**src/imj_pkg.sv**
```systemverilog
`default_nettype none

package imj_pkg;

  localparam int unsigned TIME_BITS = 32;
  localparam int unsigned CFG_IDX_BITS = 2;
  localparam int unsigned CFG_DATA_BITS = 32;

  localparam logic [15:0] SPREAD_MOD = 16'd10000;
  localparam logic [15:0] RESET_INTERVAL = 16'd30000;
  localparam logic [15:0] RESET_STEP_DELAY = 16'd20;
  localparam logic [31:0] RESET_AUTO_OFF = 32'd28800000;
  localparam logic [15:0] RESET_BASE_INTERVAL = 16'd25000;

  typedef enum logic [2:0] {
    CMD_TICK    = 3'd0,
    CMD_TOGGLE  = 3'd1,
    CMD_SUSPEND = 3'd2,
    CMD_WAKE    = 3'd3,
    CMD_SET_EN  = 3'd4
  } cmd_t;

  typedef enum logic [CFG_IDX_BITS-1:0] {
    CFG_IS_MASTER     = 2'd0,
    CFG_STEP_DELAY    = 2'd1,
    CFG_AUTO_OFF      = 2'd2,
    CFG_BASE_INTERVAL = 2'd3
  } cfg_idx_t;

  typedef logic [TIME_BITS-1:0] time_t;

  // The 16-bit timer is below seven times the modulus, so one set of parallel
  // compares picks the multiple to take away and a single subtract follows.
  function automatic logic [15:0] spread_of(input logic [15:0] v);
    logic [15:0] sub;
    begin
      if (v >= 16'(6 * SPREAD_MOD)) begin
        sub = 16'(6 * SPREAD_MOD);
      end else if (v >= 16'(5 * SPREAD_MOD)) begin
        sub = 16'(5 * SPREAD_MOD);
      end else if (v >= 16'(4 * SPREAD_MOD)) begin
        sub = 16'(4 * SPREAD_MOD);
      end else if (v >= 16'(3 * SPREAD_MOD)) begin
        sub = 16'(3 * SPREAD_MOD);
      end else if (v >= 16'(2 * SPREAD_MOD)) begin
        sub = 16'(2 * SPREAD_MOD);
      end else if (v >= SPREAD_MOD) begin
        sub = SPREAD_MOD;
      end else begin
        sub = 16'd0;
      end
      spread_of = v - sub;
    end
  endfunction

endpackage

`default_nettype wire

```
**src/idle_mouse_jiggler_unit.sv**
```systemverilog
// An accepted input beat passes the input register, then the event logic into
// the result register; it waits in the input register while a result is stalled.
// Throughput: one beat per cycle while out_stall is low; the state update is a
// single pass of compares and a constant modulo on the timer's low 16 bits.
// Reset (rst_n low, synchronous) empties both stages and restores all state and
// configuration to their defaults.
`default_nettype none

module idle_mouse_jiggler_unit import imj_pkg::*; (
  input  wire                      clk,
  input  wire                      rst_n,
  input  wire                      in_valid,
  output logic                     in_stall,
  input  wire  [2:0]               in_command,
  input  wire  [31:0]              in_idle_ms,
  input  wire                      in_enable_value,
  output logic                     out_valid,
  input  wire                      out_stall,
  output logic                     out_move_valid,
  output logic signed [1:0]        out_move_dx,
  output logic signed [1:0]        out_move_dy,
  output logic                     out_enabled,
  input  wire                      cfg_wr_en,
  input  wire  [CFG_IDX_BITS-1:0]  cfg_index,
  input  wire  [CFG_DATA_BITS-1:0] cfg_wdata
);

  // Configuration.
  logic        is_master_r;
  logic [15:0] step_delay_r;
  logic [31:0] auto_off_r;
  logic [15:0] base_interval_r;

  // Input stage.
  logic        in_vld_r;
  logic [2:0]  cmd_r;
  logic [31:0] idle_r;
  logic        en_val_r;

  // Jiggler state.
  time_t       now_r, now_nxt;
  logic        jiggle_on_r, jiggle_on_nxt;
  logic        ret_pend_r, ret_pend_nxt;
  logic        axis_x_r, axis_x_nxt;
  time_t       wait_start_r, wait_start_nxt;
  time_t       step_start_r, step_start_nxt;
  time_t       run_start_r, run_start_nxt;
  logic [15:0] wait_intv_r, wait_intv_nxt;
  logic        asleep_r, asleep_nxt;

  // Result stage.
  logic              out_vld_r;
  logic              mv_r, mv_nxt;
  logic signed [1:0] dx_r, dx_nxt;
  logic signed [1:0] dy_r, dy_nxt;
  logic              en_out_r;

  logic  out_free;
  logic  proc;
  logic  in_acc;
  time_t now_inc;
  time_t since_run, since_wait, since_step;

  assign out_free = !out_vld_r || !out_stall;
  assign proc     = in_vld_r && out_free;
  assign in_stall = in_vld_r && !out_free;
  assign in_acc   = in_valid && !in_stall;

  assign now_inc    = now_r + time_t'(1);
  assign since_run  = now_inc - run_start_r;
  assign since_wait = now_inc - wait_start_r;
  assign since_step = now_inc - step_start_r;

  always_comb begin
    now_nxt        = now_r;
    jiggle_on_nxt  = jiggle_on_r;
    ret_pend_nxt   = ret_pend_r;
    axis_x_nxt     = axis_x_r;
    wait_start_nxt = wait_start_r;
    step_start_nxt = step_start_r;
    run_start_nxt  = run_start_r;
    wait_intv_nxt  = wait_intv_r;
    asleep_nxt     = asleep_r;
    mv_nxt         = 1'b0;
    dx_nxt         = 2'sd0;
    dy_nxt         = 2'sd0;
    case (cmd_r)
      CMD_TICK: begin
        now_nxt = now_inc;
        if (jiggle_on_r && is_master_r && !asleep_r) begin
          if (32'(since_run) >= auto_off_r) begin
            jiggle_on_nxt = 1'b0;
            ret_pend_nxt  = 1'b0;
          end else if (idle_r < 32'(wait_intv_r)) begin
            wait_start_nxt = now_inc;
          end else if (!ret_pend_r) begin
            if (since_wait >= time_t'(wait_intv_r)) begin
              axis_x_nxt     = !axis_x_r;
              mv_nxt         = 1'b1;
              dx_nxt         = !axis_x_r ? 2'sd1 : 2'sd0;
              dy_nxt         = !axis_x_r ? 2'sd0 : 2'sd1;
              ret_pend_nxt   = 1'b1;
              step_start_nxt = now_inc;
            end
          end else if (since_step >= time_t'(step_delay_r)) begin
            mv_nxt         = 1'b1;
            dx_nxt         = axis_x_r ? -2'sd1 : 2'sd0;
            dy_nxt         = axis_x_r ? 2'sd0 : -2'sd1;
            ret_pend_nxt   = 1'b0;
            wait_start_nxt = now_inc;
            wait_intv_nxt  = base_interval_r + spread_of(now_inc[15:0]);
          end
        end
      end
      CMD_TOGGLE: begin
        jiggle_on_nxt  = !jiggle_on_r;
        ret_pend_nxt   = 1'b0;
        wait_start_nxt = now_r;
        run_start_nxt  = now_r;
        wait_intv_nxt  = base_interval_r + spread_of(now_r[15:0]);
      end
      CMD_SUSPEND: asleep_nxt = 1'b1;
      CMD_WAKE: begin
        asleep_nxt     = 1'b0;
        wait_start_nxt = now_r;
      end
      CMD_SET_EN: jiggle_on_nxt = en_val_r;
      default: ;
    endcase
  end

  always_ff @(posedge clk) begin
    if (!rst_n) begin
      is_master_r     <= 1'b1;
      step_delay_r    <= RESET_STEP_DELAY;
      auto_off_r      <= RESET_AUTO_OFF;
      base_interval_r <= RESET_BASE_INTERVAL;
    end else if (cfg_wr_en) begin
      case (cfg_index)
        CFG_IS_MASTER:     is_master_r     <= cfg_wdata[0];
        CFG_STEP_DELAY:    step_delay_r    <= cfg_wdata[15:0];
        CFG_AUTO_OFF:      auto_off_r      <= cfg_wdata[31:0];
        CFG_BASE_INTERVAL: base_interval_r <= cfg_wdata[15:0];
        default: ;
      endcase
    end
  end

  always_ff @(posedge clk) begin
    if (!rst_n) begin
      in_vld_r <= 1'b0;
    end else if (in_acc) begin
      in_vld_r <= 1'b1;
    end else if (proc) begin
      in_vld_r <= 1'b0;
    end
  end

  always_ff @(posedge clk) begin
    if (in_acc) begin
      cmd_r    <= in_command;
      idle_r   <= in_idle_ms;
      en_val_r <= in_enable_value;
    end
  end

  always_ff @(posedge clk) begin
    if (!rst_n) begin
      now_r        <= '0;
      jiggle_on_r  <= 1'b0;
      ret_pend_r   <= 1'b0;
      axis_x_r     <= 1'b0;
      wait_start_r <= '0;
      step_start_r <= '0;
      run_start_r  <= '0;
      wait_intv_r  <= RESET_INTERVAL;
      asleep_r     <= 1'b0;
    end else if (proc) begin
      now_r        <= now_nxt;
      jiggle_on_r  <= jiggle_on_nxt;
      ret_pend_r   <= ret_pend_nxt;
      axis_x_r     <= axis_x_nxt;
      wait_start_r <= wait_start_nxt;
      step_start_r <= step_start_nxt;
      run_start_r  <= run_start_nxt;
      wait_intv_r  <= wait_intv_nxt;
      asleep_r     <= asleep_nxt;
    end
  end

  // A result beat leaves the register when taken; a new one overwrites it.
  always_ff @(posedge clk) begin
    if (!rst_n) begin
      out_vld_r <= 1'b0;
    end else if (proc) begin
      out_vld_r <= 1'b1;
    end else if (!out_stall) begin
      out_vld_r <= 1'b0;
    end
  end

  always_ff @(posedge clk) begin
    if (proc) begin
      mv_r     <= mv_nxt;
      dx_r     <= dx_nxt;
      dy_r     <= dy_nxt;
      en_out_r <= jiggle_on_nxt;
    end
  end

  assign out_valid      = out_vld_r;
  assign out_move_valid = mv_r;
  assign out_move_dx    = dx_r;
  assign out_move_dy    = dy_r;
  assign out_enabled    = en_out_r;

endmodule

`default_nettype wire

```
**config.mk**
```make
export PLATFORM = sky130hd
export DESIGN_NAME = idle_mouse_jiggler_unit
export DESIGN_NICKNAME = d
export VERILOG_FILES = /design/src/imj_pkg.sv /design/src/idle_mouse_jiggler_unit.sv
export SDC_FILE = /design/constraint.sdc
export NUM_CORES = 1
export LEC_CHECK = 0
export BUFFER_PORTS_ARGS = -buffer_cell sky130_fd_sc_hd__buf_2
export CORE_MARGIN = 3
export CORE_UTILIZATION = 60
export CTS_CLUSTER_SIZE = 30
export DETAILED_ROUTE_END_ITERATION = 6
export PLACE_DENSITY = 0.8
export RECOVER_POWER = 50
export SETUP_SLACK_MARGIN = 0.2
export SYNTH_ARGS = -nofsm -noshare
export SYNTH_HDL_FRONTEND = slang
export SYNTH_SLANG_ARGS = --single-unit
```
**constraint.sdc**
```tcl
create_clock -name clk -period 7.7 [get_ports clk]
set_clock_uncertainty 0.15 [all_clocks]
set_input_delay 0.385 -clock clk [delete_from_list [all_inputs] [get_ports clk]]
set_output_delay 0.385 -clock clk [all_outputs]
set_load 0.05 [all_outputs]
```
### After elaboration in Yosys (flattened, before gate mapping)

Cells that the tools add are included.

* flip-flop bits (word level): 257
* bits in latches: 0
* memory bits (writable): 0
* memory bits (read-only): 0
* logic and storage cells: 157
* memories: 0

* add/subtract/negate cells: 8
* multiply operators: 0
* div/mod/pow operators: 0
* order comparisons: 16
* equality and inequality tests: 16
* shift-type cells: 0
* muxes and demuxes: 58
* bitwise gates (word level): 5
* reductions and logical operators: 32

Operators with widths (count)
* $mux 16: 18
* $mux 32: 5
* $ge 16x16->1 const B: 6
* $sub 32x32->32: 3
* $ge 16x15->1 const B: 4
* $ge 32x16->1: 2
* $pmux 32 s2: 1
* $mux 15: 4
* $add 16x16->16: 2
* $add 32x1->32 const B: 1
* $ge 16x14->1 const B: 2
* $ge 32x32->1: 1
* $lt 32x16->1: 1
* $pmux 16 s2: 1
* $sub 16x16->16: 2
* $mux 14: 2
* $mux 1: 18
* $reduce_and 2->1: 7
* $reduce_and 7->1: 2
* $mux 2: 6
* $ne 2x2->1 const B: 5
* $ne 3x3->1 const B: 3
* $reduce_bool 2->1: 4
* $logic_not 1->1: 7
* other kinds (17): 28

### Longest topological paths before layout

* depth in word-level cells: 22
* gate-level depth with buffers: 34

### Worst setup path after synthesis

No wires, ideal clock.

* kind: reg2reg
* start point: register now_r[0]
* end point: register wait_start_r[10]
* library setup time: 70 ps
* data arrival time: 6736 ps
* required time: 7480 ps
* path slack: 744 ps
* stages on the path, launching flop included: 32
* path buffers: 2
* clock period less this slack: 6956 ps
* cells stage by stage: dfxtp_1 ha_1 nand3_4 nor3_2 and3_1 clkbuf_1 nand3_1 nor2_1 xor2_1 ha_1 a21o_1 a21o_1 a21o_1 a21o_1 a22o_1 o211ai_1 o21ai_0 xor2_1 ha_1 a21o_1 a21o_1 a21o_1 a21o_1 a21oi_1 nor2b_1 o21ai_0 nand2b_1 or3_1 o31ai_1 clkbuf_1 o21ai_0 a21oi_1

* elaborated cells between the ends (all ways): 14
* those cells by class: add/sub: 3; order compare: 2; eq/ne: 2; mux: 6; reduce/logical: 1

RTL lines
* from (decl): RTL line idle_mouse_jiggler_unit.sv:41 `time_t now_r, now_nxt;`
* from (signal assigned): RTL line idle_mouse_jiggler_unit.sv:179 `now_r <= now_nxt;`
* $add 32x1->32 *: RTL line idle_mouse_jiggler_unit.sv:69 `assign now_inc = now_r + time_t'(1);`
* via now_inc[16]: RTL line idle_mouse_jiggler_unit.sv:61 `time_t now_inc;`
* $sub 32x32->32, on equally long branches: RTL line idle_mouse_jiggler_unit.sv:72, idle_mouse_jiggler_unit.sv:70
* $ge 32x16->1 / $ge 32x32->1 (equally long branches): RTL line idle_mouse_jiggler_unit.sv:105, idle_mouse_jiggler_unit.sv:91
* $ne 3x3->1 (no line) / $ne 2x2->1 (equally long branches)
* $reduce_and 6->1 (no line) *
* to (signal assigned): RTL line idle_mouse_jiggler_unit.sv:183 `wait_start_r <= wait_start_nxt;`
* to (decl): RTL line idle_mouse_jiggler_unit.sv:45 `time_t wait_start_r, wait_start_nxt;`

The timed path passes the listed nets; every way through them passes the cells marked *. The select of a mux whose other input is x is not followed.
A chain may end at the register's enable or synchronous reset.

### Worst setup path in the final report

* start point: register now_r[1]
* end point: register step_start_r[1]

* cells in the longest elaborated chain, start to end: 5
* elaborated cells between the ends (all ways): 7
* those cells by class: add/sub: 3; order compare: 2; bitwise: 1; reduce/logical: 1

RTL lines
* $add 32x1->32 *: RTL line idle_mouse_jiggler_unit.sv:69
* via now_inc[12]: RTL line idle_mouse_jiggler_unit.sv:61
* $sub 32x32->32: RTL line idle_mouse_jiggler_unit.sv:70 `assign since_run = now_inc - run_start_r;`
* $ge 32x32->1: RTL line idle_mouse_jiggler_unit.sv:91 `if (32'(since_run) >= auto_off_r) begin`
* $not 1->1 (no line)
* $reduce_and 7->1 (no line) *
* to (signal assigned): RTL line idle_mouse_jiggler_unit.sv:184 `step_start_r <= step_start_nxt;`
* to (decl): RTL line idle_mouse_jiggler_unit.sv:46 `time_t step_start_r, step_start_nxt;`

The timed path passes the listed nets; every way through them passes the cells marked *.

==> summary.md <==
| Metric | Value |
|---|---|
| Post-DP HPWL | 48850 µm |
| CTS tree | built |
| Final core occ | 0.7022 |
| Post-route minimum period | 7330 ps |
| Placed Cells | 3125 |
| Yosys warns | 0 |
| Post-DRT Antenna Nets | 0 |
| Share of layout cells above drive strength 1 | 0.1134 |
| Global-route wire length before repair | 103300 µm |
| Worst Path Arrival | 7500 ps |
| EDFF count, synth | 42 |
| Synthesized instance count | 2616 |
| Synth async-reset ratio | 0 |
| Worst-Margin Slew | 3550 ps |
| Max-slew headroom | -1.367 |
| Synthesized area per cell | 7.901 µm² |
| Starting DRC count in detailed routing | 1649 |
| Horiz. Die Dim | 191.6 µm |
| PD cells | 136.3 nW/µm² |
| WP buf/inv | 4 |
| Post-route DRC | 0 |
| Initial antenna violation count | 0 |
| Final std cell area, no fill | 23720 µm² |
| Final hold vios | 0 |
| Slowest cell on crit path | a2111o_1 |
| Reg clk slew, reported paths | 60 ps |
| Primary FF master, synth | dfxtp_1 |
| Critical Path End Type | flop |
| Hold slack | 55.36 ps |
| GRT Total Usage | 0.3525 |
| Die area | 36710 µm² |
| Number of I/O pins | 83 |
| Commonest non-fill, non-tap cell in the layout | nand2_1 |
| Failing checks | max-capacitance violations, max-slew violations |
| Yosys cell types | 93 |
| TritonCTS Buffers | 29 |
| Die Ht | 191.6 µm |
| Largest net degree at the start of global routing | 71 |
| Number of fill cells in the layout | 2622 |
| Area after DPL | 21990 µm² |
| Vias in the first global route | 19330 |
| Leak | 10.45 nW |
| Post-route setup TNS | 0 ps |
| Crit-path leading delay family | compound AO/OA/AOI/OAI gates |
| Vias | 20040 |
| Max Slew Vio Count | 268 |
| Final WL | 65890 µm |
| Global route overflow | 0 |
| Fmax | 0.1364 GHz |
| Register area share after synthesis | 0.2692 |
| Max H-tree Level | 1 |
| I/O Buffers | 82 |
| RSZ-0062 raised after global routing | no |
| Layout Cells excl Fill | 3251 |
| Layout area overhead | 14.77% |
| Clk sink count | 257 |
| Nets | 3086 |
| Hold Crit Class | primary input to flop |
| FF/Latch Area | 5572 µm² |
| Post-Syn Nets | 2922 |
| Max Buffers Root-to-Sink | 3 |
| WL/cell | 20.27 µm |
| Final setup viols | 0 |
| WS Path Type | flop to flop |
| Initial Utilization | 0.6118 |
| Site Rows | 67 |
| CORE AREA | 33780 µm² |
| Clock latency on the worst-skew pair | 580 ps |
| Crit path largest cell delay | 440 ps |
| Period utilization | 0.9520 |
| Max-Cap Viols | 5 |
| Max VDD drop | 0.0002228 V |
| Crit-path max FO | 26 |
| Worst setup SP type | flop |
| Commonest non-fill, non-tap cells in the layout | 336 x nand2_1, 252 x inv_1, 230 x a21oi_1, 210 x dfxtp_1, 206 x ha_1 |
| Register bit count reported by yosys | 257 |
| Drt pass-1 iters | 5 |
| Multi-input gate area | 13650 µm² |
| Data required, critical path | 7870 ps |
| Root Driver | clkbuf_16 |
| Status | complete, but fails checks |
| Routability cong. | 1.018 |
| Cell Area, Synth | 20670 µm² |
| # diodes | 0 |
| Vias per inst | 6.163 |
where the power goes:
group	switching, mW	total (mW)	internal [mW]
sequential	0.0177	1.41	1.40
clock	0.609	1.45	0.837
combinational	0.220	0.374	0.154
total	0.847	3.23	2.39
layer usage:
layer	GRT usage	wire (µm)
met1	0.5006	29170
met2	0.5539	28780
met3	0.05731	6052
met4	0.1025	1888
met5	0	0
stage by stage:
stage          total power [mW]  setup WS [ps]
2_1_floorplan             1.654          743.7
5_1_grt                   3.328          74.42
3_3_place_gp              1.760          489.4
6_report                  3.233          369.8
3_5_place_dp              1.771          295.0
4_1_cts                   3.222          245.2
cell usage after synthesis (all sizes together) (6+ instances only):
library cell	count	area [µm²]
o21ai	136	680.7
nor4	12	100.1
a211oi	47	498.0
buf	26	186.4
nor2b	24	150.1
nand3	46	242.7
mux2i	13	130.1
dfxtp	215	4304
xnor2	113	989.7
a41oi	7	61.31
a21boi	9	67.56
and3	20	125.1
mux2	7	78.82
o31ai	12	90.09
and2	10	62.56
a21oi	231	1167
nor3	46	246.5
a2111oi	9	97.60
o2111ai	6	52.55
or3	50	312.8
nor3b	6	45.04
o21a	19	142.6
nand2	337	1267
nand4	37	250.2
xor2	66	578.1
o311ai	6	52.55
nor2	171	641.9
nand2b	32	200.2
o21bai	15	112.6
clkbuf	107	401.6
inv	257	964.7
a21o	77	578.1
fa	23	460.4
or2	13	81.33
a31oi	25	162.6
o211ai	41	307.8
ha	208	2603
edfxtp	42	1261
worst min-delay path, cell delays in order:
cell,delay (ps)
buf_2,120
nor3b_1,60
mux2i_1,110
nand2_1,60
state kept, by name, indices dropped and copies added (netlist names), 16 cells and up:
signal / count
step_delay_r: 16
wait_start_r: 32
run_start_r: 32
auto_off_r: 32
step_start_r: 32
base_interval_r: 16
wait_intv_r: 16
idle_r: 32
now_r: 32
logic make-up after synthesis:
kind of cell / share of synthesized area
flip-flops: 0.2692
AO/OA/AOI/OAI: 0.2278
XOR/XNOR: 0.07912
AND/OR/NAND/NOR: 0.1890
multiplexers: 0.01011
buffers and inverters: 0.07512
adder cells (fa/ha/maj): 0.1496
path summary, 6_finish.rpt:
path | from | end | slack, ps | cells past startpoint
worst max-delay path | now_r[1] | step_start_r[1] | 370 | 28
worst max register to register | now_r[1] | step_start_r[1] | 370 | 28
worst min-delay path | cfg_index[1] | is_master_r | 60 | 4
worst min register to register | run_start_r[22] | run_start_r[22] | 310 | 2
repair_timing:
action,in CTS,in global routing
endpoints found under the setup margin,0,88
endpoints found under the hold margin,103,0
buffers inserted,0,2
resized for setup,0,25
hold buffers,70,0
layout make-up:
type / count / share of cell area
repair buffers: 266 / 0.08444
inverters: 257 / 0.04072
well taps: 448 / 0.02363
clock buffers: 34 / 0.03180
flip-flops and latches: 257 / 0.2349
multi-input cells: 1969 / 0.5754
clock inverters: 20 / 0.009124
Power figures use the tool's default switching activity.
